===== config.mk =====
export PLATFORM = sky130hd
export DESIGN_NAME = neighbor_solicit_frame_builder
export DESIGN_NICKNAME = d
export VERILOG_FILES = /design/src/hw/rtl/nsfb_pkg.sv /design/src/hw/rtl/neighbor_solicit_frame_builder.sv /design/src/hw/rtl/nsfb_queue.sv /design/src/hw/rtl/nsfb_front.sv /design/src/hw/rtl/nsfb_back.sv
export SDC_FILE = /design/constraint.sdc
export NUM_CORES = 2
export LEC_CHECK = 0
export ABC_AREA = 1
export BUFFER_PORTS_ARGS = -buffer_cell sky130_fd_sc_hd__buf_4
export CORE_AREA = 2 2 346 348
export DETAILED_ROUTE_END_ITERATION = 16
export DIE_AREA = 0 0 348 350
export PLACE_DENSITY = 0.79
export SLEW_MARGIN = 15
export SYNTH_ARGS = -nofsm -noshare
export SYNTH_HDL_FRONTEND = slang
export SYNTH_SLANG_ARGS = --single-unit

===== constraint.sdc =====
create_clock -name clk -period 12.1 [get_ports clk]
set_input_delay 2.42 -clock clk [delete_from_list [all_inputs] [get_ports clk]]
set_output_delay 2.42 -clock clk [all_outputs]
set_load 0.05 [all_outputs]

===== src/hw/rtl/nsfb_pkg.sv =====
package nsfb_pkg;

  // frame layout
  localparam int FrameWords = 43;
  localparam int WordIdxW = $clog2(FrameWords);
  localparam logic [WordIdxW-1:0] LastWordIdx = WordIdxW'(FrameWords - 1);
  localparam logic [WordIdxW-1:0] EthTypeIdx = WordIdxW'(6);
  localparam logic [WordIdxW-1:0] NsTypeIdx = WordIdxW'(27);
  localparam logic [15:0] EthTypeWord = 16'h86dd;
  localparam logic [15:0] NsTypeWord = 16'h8700;

  // checksum walk: 27 variable words plus one folded constant word
  localparam int SumWords = 28;
  localparam int SumLanes = 4;
  localparam int SumSteps = SumWords / SumLanes;
  localparam int SumStepW = $clog2(SumSteps);
  localparam int SumVecW = SumWords * 16;
  localparam int SumShift = SumLanes * 16;
  localparam int LaneSumW = 16 + $clog2(SumLanes);
  localparam int AccW = 16 + $clog2(SumWords);
  // upper-layer length 32 + next header 58 + type 135 word + option type/length word
  localparam logic [15:0] CksumConst = 16'h885b;

  // queue between front and back
  localparam int QueueDepth = 2;

  // configuration register indexes
  localparam int RegIdxW = 3;
  typedef enum logic [RegIdxW-1:0] {
    REG_SOURCE_MAC       = 3'd0,
    REG_SOURCE_IP_HIGH   = 3'd1,
    REG_SOURCE_IP_LOW    = 3'd2,
    REG_UNICAST_DEST_MAC = 3'd3,
    REG_MULTICAST_MODE   = 3'd4
  } reg_index_t;

  typedef struct packed {
    logic [47:0] source_mac;
    logic [63:0] source_ip_high;
    logic [63:0] source_ip_low;
    logic [47:0] unicast_dest_mac;
    logic        multicast_mode;
  } cfg_t;

  typedef struct packed {
    logic [63:0] target_high;
    logic [63:0] target_low;
    logic [15:0] checksum;
  } q_entry_t;

  typedef enum logic [1:0] {
    F_IDLE,
    F_SUM,
    F_PUSH
  } front_state_t;

  // ipv6 destination: solicited-node group or the target itself
  function automatic logic [127:0] dest_ip(input logic mcast, input logic [63:0] th,
                                           input logic [63:0] tl);
    logic [127:0] ip;
    if (mcast) begin
      ip = {64'hff02000000000000, 40'h00000001ff, tl[23:0]};
    end else begin
      ip = {th, tl};
    end
    return ip;
  endfunction

endpackage


===== src/hw/rtl/neighbor_solicit_frame_builder.sv =====
// throughput: frames of 43 words, one word per cycle while the receiver pops,
//   set by the word sequencer of the back end; the front end handles each
//   request as a load, seven four-word checksum steps and the queue write
// a new request is taken while the previous frame still streams out
// reset (rst, synchronous): queue and holding slot empty, registers 0, multicast_mode 1
module neighbor_solicit_frame_builder
  import nsfb_pkg::*;
(
  input  logic               clk,
  input  logic               rst,
  input  logic               push,
  output logic               full,
  input  logic [63:0]        target_high,
  input  logic [63:0]        target_low,
  output logic               empty,
  input  logic               pop,
  output logic [15:0]        frame_word,
  output logic               last_word,
  input  logic               cfg_valid,
  output logic               cfg_ready,
  input  logic [RegIdxW-1:0] cfg_index,
  input  logic [63:0]        cfg_data
);

  cfg_t     cfg;
  logic     fq_push;
  logic     fq_pop;
  logic     fq_full;
  logic     fq_empty;
  q_entry_t fq_wr_data;
  q_entry_t fq_rd_data;

  assign cfg_ready = 1'b1;

  // configuration registers
  always_ff @(posedge clk) begin
    if (rst) begin
      cfg.source_mac       <= '0;
      cfg.source_ip_high   <= '0;
      cfg.source_ip_low    <= '0;
      cfg.unicast_dest_mac <= '0;
      cfg.multicast_mode   <= 1'b1;
    end else if (cfg_valid && cfg_ready) begin
      case (reg_index_t'(cfg_index))
        REG_SOURCE_MAC:       cfg.source_mac       <= cfg_data[47:0];
        REG_SOURCE_IP_HIGH:   cfg.source_ip_high   <= cfg_data;
        REG_SOURCE_IP_LOW:    cfg.source_ip_low    <= cfg_data;
        REG_UNICAST_DEST_MAC: cfg.unicast_dest_mac <= cfg_data[47:0];
        REG_MULTICAST_MODE:   cfg.multicast_mode   <= cfg_data[0];
        default:              cfg.multicast_mode   <= cfg.multicast_mode;
      endcase
    end
  end

  // request intake and checksum
  nsfb_front u_front (
    .clk         (clk),
    .rst         (rst),
    .cfg         (cfg),
    .push        (push),
    .full        (full),
    .target_high (target_high),
    .target_low  (target_low),
    .q_push      (fq_push),
    .q_entry     (fq_wr_data),
    .q_full      (fq_full)
  );

  // decoupling queue
  nsfb_queue u_queue (
    .clk     (clk),
    .rst     (rst),
    .wr_en   (fq_push),
    .wr_data (fq_wr_data),
    .full    (fq_full),
    .rd_en   (fq_pop),
    .rd_data (fq_rd_data),
    .empty   (fq_empty)
  );

  // frame word streaming
  nsfb_back u_back (
    .clk        (clk),
    .rst        (rst),
    .cfg        (cfg),
    .q_empty    (fq_empty),
    .q_pop      (fq_pop),
    .q_entry    (fq_rd_data),
    .empty      (empty),
    .pop        (pop),
    .frame_word (frame_word),
    .last_word  (last_word)
  );

endmodule


===== src/hw/rtl/nsfb_queue.sv =====
module nsfb_queue
  import nsfb_pkg::*;
(
  input  logic     clk,
  input  logic     rst,
  input  logic     wr_en,
  input  q_entry_t wr_data,
  output logic     full,
  input  logic     rd_en,
  output q_entry_t rd_data,
  output logic     empty
);

  localparam int PtrW = (QueueDepth > 1) ? $clog2(QueueDepth) : 1;
  localparam int CntW = $clog2(QueueDepth + 1);
  localparam logic [PtrW-1:0] PtrLast = PtrW'(QueueDepth - 1);
  localparam logic [CntW-1:0] CntFull = CntW'(QueueDepth);

  q_entry_t        mem [QueueDepth];
  logic [PtrW-1:0] wr_ptr;
  logic [PtrW-1:0] rd_ptr;
  logic [CntW-1:0] count;

  assign full    = (count == CntFull);
  assign empty   = (count == '0);
  assign rd_data = mem[rd_ptr];

  // pointers and fill count
  always_ff @(posedge clk) begin
    if (rst) begin
      wr_ptr <= '0;
      rd_ptr <= '0;
      count  <= '0;
    end else begin
      if (wr_en) begin
        wr_ptr <= (wr_ptr == PtrLast) ? '0 : wr_ptr + 1'b1;
      end
      if (rd_en) begin
        rd_ptr <= (rd_ptr == PtrLast) ? '0 : rd_ptr + 1'b1;
      end
      if (wr_en && !rd_en) begin
        count <= count + 1'b1;
      end else if (rd_en && !wr_en) begin
        count <= count - 1'b1;
      end
    end
  end

  // entry storage
  always_ff @(posedge clk) begin
    if (wr_en) begin
      mem[wr_ptr] <= wr_data;
    end
  end

endmodule


===== src/hw/rtl/nsfb_front.sv =====
module nsfb_front
  import nsfb_pkg::*;
(
  input  logic        clk,
  input  logic        rst,
  input  cfg_t        cfg,
  input  logic        push,
  output logic        full,
  input  logic [63:0] target_high,
  input  logic [63:0] target_low,
  output logic        q_push,
  output q_entry_t    q_entry,
  input  logic        q_full
);

  localparam logic [SumStepW-1:0] StepLast = SumStepW'(SumSteps - 1);

  front_state_t        state;
  front_state_t        state_next;
  logic                hold_valid;
  logic [63:0]         hold_th;
  logic [63:0]         hold_tl;
  logic [63:0]         tgt_th;
  logic [63:0]         tgt_tl;
  logic [SumVecW-1:0]  sum_vec;
  logic [AccW-1:0]     acc;
  logic [AccW-1:0]     acc_next;
  logic [SumStepW-1:0] step_cnt;
  logic [LaneSumW-1:0] lane_sum;
  logic [16:0]         fold1;
  logic [15:0]         fold2;
  logic                load;
  logic                step_en;
  logic                accept;

  assign full   = hold_valid && !load;
  assign accept = push && !full;

  // next state
  always_comb begin
    state_next = state;
    case (state)
      F_IDLE: begin
        if (hold_valid) state_next = F_SUM;
      end
      F_SUM: begin
        if (step_cnt == StepLast) state_next = F_PUSH;
      end
      F_PUSH: begin
        if (!q_full) state_next = F_IDLE;
      end
      default: state_next = F_IDLE;
    endcase
  end

  // state outputs
  always_comb begin
    load    = 1'b0;
    step_en = 1'b0;
    q_push  = 1'b0;
    case (state)
      F_IDLE:  load = hold_valid;
      F_SUM:   step_en = 1'b1;
      F_PUSH:  q_push = !q_full;
      default: load = 1'b0;
    endcase
  end

  // four-word slice of the checksum walk
  always_comb begin
    lane_sum = '0;
    for (int i = 0; i < SumLanes; i++) begin
      lane_sum = lane_sum + LaneSumW'(sum_vec[SumVecW-1-16*i -: 16]);
    end
    acc_next = acc + AccW'(lane_sum);
  end

  // end-around carry fold and complement
  assign fold1 = {1'b0, acc[15:0]} + 17'(acc[AccW-1:16]);
  assign fold2 = fold1[15:0] + 16'(fold1[16]);

  assign q_entry.target_high = tgt_th;
  assign q_entry.target_low  = tgt_tl;
  assign q_entry.checksum    = ~fold2;

  // control registers
  always_ff @(posedge clk) begin
    if (rst) begin
      state      <= F_IDLE;
      hold_valid <= 1'b0;
      step_cnt   <= '0;
    end else begin
      state <= state_next;
      if (accept) begin
        hold_valid <= 1'b1;
      end else if (load) begin
        hold_valid <= 1'b0;
      end
      if (load) begin
        step_cnt <= '0;
      end else if (step_en) begin
        step_cnt <= step_cnt + 1'b1;
      end
    end
  end

  // request holding slot and checksum datapath
  always_ff @(posedge clk) begin
    if (accept) begin
      hold_th <= target_high;
      hold_tl <= target_low;
    end
    if (load) begin
      tgt_th  <= hold_th;
      tgt_tl  <= hold_tl;
      acc     <= '0;
      sum_vec <= {cfg.source_ip_high, cfg.source_ip_low,
                  dest_ip(cfg.multicast_mode, hold_th, hold_tl),
                  hold_th, hold_tl, cfg.source_mac, CksumConst};
    end else if (step_en) begin
      acc     <= acc_next;
      sum_vec <= sum_vec << SumShift;
    end
  end

endmodule


===== src/hw/rtl/nsfb_back.sv =====
module nsfb_back
  import nsfb_pkg::*;
(
  input  logic        clk,
  input  logic        rst,
  input  cfg_t        cfg,
  input  logic        q_empty,
  output logic        q_pop,
  input  q_entry_t    q_entry,
  output logic        empty,
  input  logic        pop,
  output logic [15:0] frame_word,
  output logic        last_word
);

  typedef logic [FrameWords-1:0][15:0] frame_t;

  q_entry_t            cur;
  logic                active;
  logic [WordIdxW-1:0] widx;
  logic                out_valid;
  logic                advance;
  logic                finish;
  logic [47:0]         dest_mac;
  frame_t              frame;

  assign advance = active && (!out_valid || pop);
  assign finish  = advance && (widx == LastWordIdx);
  assign q_pop   = !q_empty && (!active || finish);
  assign empty   = !out_valid;

  // destination mac by mode
  assign dest_mac = cfg.multicast_mode ? {24'h3333ff, cur.target_low[23:0]}
                                       : cfg.unicast_dest_mac;

  // whole frame, first word in the top slot
  assign frame = {dest_mac, cfg.source_mac, EthTypeWord,
                  32'h60000000, 16'h0020, 8'd58, 8'd255,
                  cfg.source_ip_high, cfg.source_ip_low,
                  dest_ip(cfg.multicast_mode, cur.target_high, cur.target_low),
                  NsTypeWord, cur.checksum, 32'h0,
                  cur.target_high, cur.target_low,
                  8'd1, 8'd1, cfg.source_mac};

  // frame sequencing and output valid
  always_ff @(posedge clk) begin
    if (rst) begin
      active    <= 1'b0;
      widx      <= '0;
      out_valid <= 1'b0;
    end else begin
      if (q_pop) begin
        active <= 1'b1;
      end else if (finish) begin
        active <= 1'b0;
      end
      if (q_pop || finish) begin
        widx <= '0;
      end else if (advance) begin
        widx <= widx + 1'b1;
      end
      if (advance) begin
        out_valid <= 1'b1;
      end else if (pop) begin
        out_valid <= 1'b0;
      end
    end
  end

  // current entry and output word register
  always_ff @(posedge clk) begin
    if (q_pop) begin
      cur <= q_entry;
    end
    if (advance) begin
      frame_word <= frame[LastWordIdx - widx];
      last_word  <= (widx == LastWordIdx);
    end
  end

endmodule


==> results <==
- The ratio of total power to cell area is 225 nW/um2.
- The die covers ~120000 um2.
- The global router's overall resource usage is 0.294.
- The total number of placement rows is 126.
- The die is 350 um tall.
- The part of the total power dissipated in sequential elements is 0.433.
- The share of synthesized area in the top cell type comes to 0.581.
- The share of post-route cells with drive strength above 1 is 0.0998.
- The number of levels the H-tree was split into is 4.
- Clock-pin slew was measured on the worst setup and hold paths at about 0.070 ns.
- The setup path with the least slack is of type register to register.
- The HPWL after detailed placement is 124000 um.
- The via count normalized by instance count is 5.97.
- The clock net sink count is 1402.
- Dividing the synthesized area by the synthesized cell count gives 11.2 um2.
- In the finished design, the share of the clock period the worst path needs comes to 0.452.
- Of all cell types, the one taking the most synthesized area is sky130_fd_sc_hd__edfxtp_1.
- The initial antenna violation count is 11.
- The total detailed-routing wirelength is 182000 um.
- Across the run, the number of max-cap violations was 0.
- The clock passes through at most 3 buffers.
- For this run, the leading register cell type out of synthesis is sky130_fd_sc_hd__edfxtp_1.
- In this run, the number of DRC markers left after iteration 0 of detailed routing was 6402.
- The worst setup path is captured at a register.
- The net switching component of the power is 0.00515 W.
- The number of global-route vias before repair was 38800.
- At the end of the flow the core is filled with cells to 0.562.
- The CTS tree is yes.
- Yosys printed 0 warnings.
- The flip-flop and latch count after synthesis is 1402.
- The run finished with clean final reports.
- The number of iterations in the first detailed-routing pass is 6.
- Of the total power, the clock network draws 0.302.
- The hold violation count in the final report is 0.
- Prior to clock tree synthesis, the placed netlist has a worst setup slack of about 6.4 ns.
- IR analysis of the VDD net gives a maximum drop of around 0.13 mV.
- The count of flip-flops with a built-in enable after synthesis is 1137.
- The number of buffers inserted for hold repair after clock tree synthesis is 0.
- At the pin with the least slew margin, the transition time is 1.33 ns.
- The final weighted congestion in routability-driven placement is 1.04.
- Along the worst path, the maximum fanout reaches 85.
- In the post-route analysis, the smallest setup slack over all paths is 6.63 ns.
- The number of buffers added by the clock tree synthesis step is between 100 and 150.
- The later-pin clock latency in the skew report is 0.76 ns.
- Setup repair after global routing left no endpoint under its margin.
- The net switching fraction of the power is 0.346.
- The sum of negative setup slack is 0 ns.
- The worst setup path is launched from a register.
- After floorplanning, the core was sized to cover 118000 um2.
- The largest net degree at the start of global routing is between 150 and 200.
- The proportion of synthesized flip-flops having asynchronous set or reset is 0.
- The depth of the worst register-to-register path is 7.
- The die boundary width is 348 um.
- In the synthesized netlist, the number of instances is about 5200.
- Setup violations remaining at the end of the flow were counted as 0.
- The number of nets in the synthesized netlist is 5532.
- Across all hold checks on the routed design, the worst slack comes to 0.431 ns.
- Clock tree synthesis selected as its root buffer the cell sky130_fd_sc_hd__clkbuf_16.
- By area the synthesized netlist is led by sky130_fd_sc_hd__edfxtp_1 (58%), sky130_fd_sc_hd__dfxtp_1 (9.0%), sky130_fd_sc_hd__nand2_1 (7.0%).
- Headroom to the max-slew limit came out at 0.113.
- The part of the total power dissipated in combinational logic is 0.265.
- The endpoint required time on the critical path is roughly 12 ns.
- The final period demand of the worst path is around 5.5 ns.
- The number of instances resized during post-cts repair is 0.
- The number of nets in the final layout is 5620.
- The I/O pin total is 220.
- The first-pass GRT wire length is 260000 um.
- The upper clock frequency limit is 0.183 GHz.
- Of the synthesized area, sequential elements account for 0.671.
- For this configuration, the core starts out at a cell density of 0.499.
- In this run the tool buffered the top-level ports with 218 buffer cells.
- The worst hold path belongs to the class register to register.
- In the routed design, unresolved DRC markers number 0.
- The average wire length per cell after detail routing is 26.1 um.
- The leakage power figure is approximately 25 nW.
- The internal power is 0.00974 W.
- For this run the aggregate overflow at the end of global routing stands at 0.
- The worst hold path was traced through 0 stages.
- The largest clock skew in the final design is 0.0306 ns.
- The post-synth design cell area is 58800 um2.
- For the worst setup path, the data arrival time is 5.83 ns.
- The count of nets left with antenna violations once routing finished came out at 0.
- Synthesis instantiated 52 different standard cells from the library.
- From synthesis to final layout, the design area changed by 12.6%.
- The max-slew violation count is 0.
- The detailed router placed 41800 vias in this run.
- Post-CTS timing repair inserted 0 buffers for setup.
-- through the flow --
stage	total power [W]	instance area [um2]	instances
6_report	0.0149	66200	6991
5_1_grt	0.0155	66200	6990
4_1_cts	0.0148	66200	6988
3_5_place_dp	0.0104	61400	6727
3_3_place_gp	0.0103	61400	6727
2_1_floorplan	0.00900	58800	5247
-- metal layers --
layer / GRT usage / vias to the layer above / wire length [um]
met5: 0 / - / 45
met4: 0.172 / 8 / 11900
li1: - / 18700 / -
met1: 0.402 / 20100 / 69600
met2: 0.437 / 2534 / 79700
met3: 0.0626 / 404 / 21000
-- critical path, cell delays in order, from the launching register on --
cell	delay [ns]
sky130_fd_sc_hd__dfxtp_4	0.78
sky130_fd_sc_hd__inv_1	0.20
sky130_fd_sc_hd__nor2_4	0.13
sky130_fd_sc_hd__buf_4	0.62
sky130_fd_sc_hd__inv_6	0.39
sky130_fd_sc_hd__nand2_4	0.78
sky130_fd_sc_hd__buf_4	0.85
sky130_fd_sc_hd__buf_4	0.93
-- cells in the final DEF, fill, tap and decap left out, types with 9 or more instances in the layout --
| cell type | netlist | final |
|---|---|---|
| sky130_fd_sc_hd__dfxtp_1 | 265 | 261 |
| sky130_fd_sc_hd__nand3_1 | 170 | 169 |
| sky130_fd_sc_hd__clkinv_1 | 0 | 17 |
| sky130_fd_sc_hd__inv_6 | 0 | 9 |
| sky130_fd_sc_hd__nand4_1 | 12 | 12 |
| sky130_fd_sc_hd__o211ai_1 | 64 | 64 |
| sky130_fd_sc_hd__ha_1 | 65 | 64 |
| sky130_fd_sc_hd__o21ai_1 | 32 | 32 |
| sky130_fd_sc_hd__nand2_1 | 1099 | 1097 |
| sky130_fd_sc_hd__nor3_1 | 9 | 9 |
| sky130_fd_sc_hd__a21oi_1 | 352 | 352 |
| sky130_fd_sc_hd__o22ai_1 | 14 | 14 |
| sky130_fd_sc_hd__fa_1 | 20 | 20 |
| sky130_fd_sc_hd__inv_2 | 12 | 10 |
| sky130_fd_sc_hd__o21ai_0 | 552 | 552 |
| sky130_fd_sc_hd__a32o_1 | 172 | 172 |
| sky130_fd_sc_hd__o221ai_1 | 9 | 9 |
| sky130_fd_sc_hd__bufinv_16 | 0 | 15 |
| sky130_fd_sc_hd__edfxtp_1 | 1137 | 1137 |
| sky130_fd_sc_hd__nor2_1 | 322 | 318 |
| sky130_fd_sc_hd__clkbuf_16 | 0 | 145 |
| sky130_fd_sc_hd__xnor2_1 | 14 | 14 |
| sky130_fd_sc_hd__a22o_1 | 76 | 76 |
| sky130_fd_sc_hd__clkbuf_8 | 0 | 9 |
| sky130_fd_sc_hd__xor2_1 | 29 | 29 |
| sky130_fd_sc_hd__nand2_2 | 15 | 15 |
| sky130_fd_sc_hd__clkbuf_1 | 184 | 29 |
| sky130_fd_sc_hd__clkinv_2 | 0 | 23 |
| sky130_fd_sc_hd__buf_4 | 12 | 257 |
| sky130_fd_sc_hd__inv_1 | 412 | 409 |
-- Yosys cell counts, types with 6 or more instances --
| cell | n |
|---|---|
| sky130_fd_sc_hd__edfxtp_1 | 1137 |
| sky130_fd_sc_hd__a21o_1 | 7 |
| sky130_fd_sc_hd__dfxtp_1 | 265 |
| sky130_fd_sc_hd__nand3_2 | 6 |
| sky130_fd_sc_hd__nand4_1 | 12 |
| sky130_fd_sc_hd__nand2_2 | 15 |
| sky130_fd_sc_hd__nor2_2 | 8 |
| sky130_fd_sc_hd__fa_1 | 20 |
| sky130_fd_sc_hd__o22ai_1 | 14 |
| sky130_fd_sc_hd__nand3_1 | 170 |
| sky130_fd_sc_hd__o21ai_1 | 32 |
| sky130_fd_sc_hd__o221ai_1 | 9 |
| sky130_fd_sc_hd__inv_2 | 12 |
| sky130_fd_sc_hd__xnor2_1 | 14 |
| sky130_fd_sc_hd__a22o_1 | 76 |
| sky130_fd_sc_hd__buf_4 | 12 |
| sky130_fd_sc_hd__nor2_1 | 322 |
| sky130_fd_sc_hd__a32o_1 | 172 |
| sky130_fd_sc_hd__nor3_1 | 9 |
| sky130_fd_sc_hd__xor2_1 | 29 |
| sky130_fd_sc_hd__nand2_1 | 1099 |
| sky130_fd_sc_hd__buf_1 | 9 |
| sky130_fd_sc_hd__o21bai_1 | 7 |
| sky130_fd_sc_hd__inv_1 | 412 |
| sky130_fd_sc_hd__buf_2 | 106 |
| sky130_fd_sc_hd__clkbuf_1 | 184 |
| sky130_fd_sc_hd__o21ai_0 | 552 |
| sky130_fd_sc_hd__ha_1 | 65 |
| sky130_fd_sc_hd__o211ai_1 | 64 |
| sky130_fd_sc_hd__a21oi_1 | 352 |
| sky130_fd_sc_hd__buf_6 | 7 |
-- cells by family after synthesis --
logic type                 after synthesis  share of synthesized area
and+or+nand+nor                       1657                      0.113
DFF                                   1402                      0.671
AOI/OAI and AO/OA                     1314                      0.137
buffers and inverters                  745                     0.0516
adders and majority gates               85                     0.0207
xor gates and xnor gates                43                    0.00641
other                                    1                  0.0000638
-- power groups by stage --
stage,sequential [W],clock [W],combinational [W]
after floorplan,0.00645,0,0.00254
after global placement,0.00651,0,0.00383
after detailed placement,0.00652,0,0.00386
after CTS,0.00643,0.00452,0.00389
after global routing,0.00648,0.00471,0.00427
final,0.00644,0.00450,0.00395
-- path summary, 6_finish.rpt --
path                               to  slack (ns)               start
setup / recovery  u_front.sum_vec[30]        6.63  u_front.hold_valid
hold reg to reg    u_queue.mem[0][69]        0.43  u_front.tgt_tl[53]
setup reg to reg  u_front.sum_vec[30]        6.63  u_front.hold_valid
hold / removal     u_queue.mem[0][69]        0.43  u_front.tgt_tl[53]
-- sequential cells by signal (all words and copies together), names as in the netlist, 2 cells and up --
name and cells:
u_front.acc 21, u_queue.count 2, u_front.sum_vec 433, u_front.step_cnt 3
cfg 225, u_front.hold_tl 64, u_front.hold_th 64, u_back.frame_word 16
u_back.widx 6, u_back.cur 144, u_front.tgt_th 64, u_front.state 2
u_queue.mem 288, u_front.tgt_tl 64
-- final cells by class --
type | instances | area [um2]
Sequential cell | 1402 | 39500
Antenna cell | 3 | 7.51
Clock inverter | 78 | 901
Clock buffer | 183 | 3860
Inverter | 426 | 1620
Fill cell | 9448 | 51600
Tap cell | 1536 | 1920
Multi-Input combinational cell | 3100 | 16400
Timing Repair Buffer | 263 | 2050
Power figures use the tool's default switching activity.
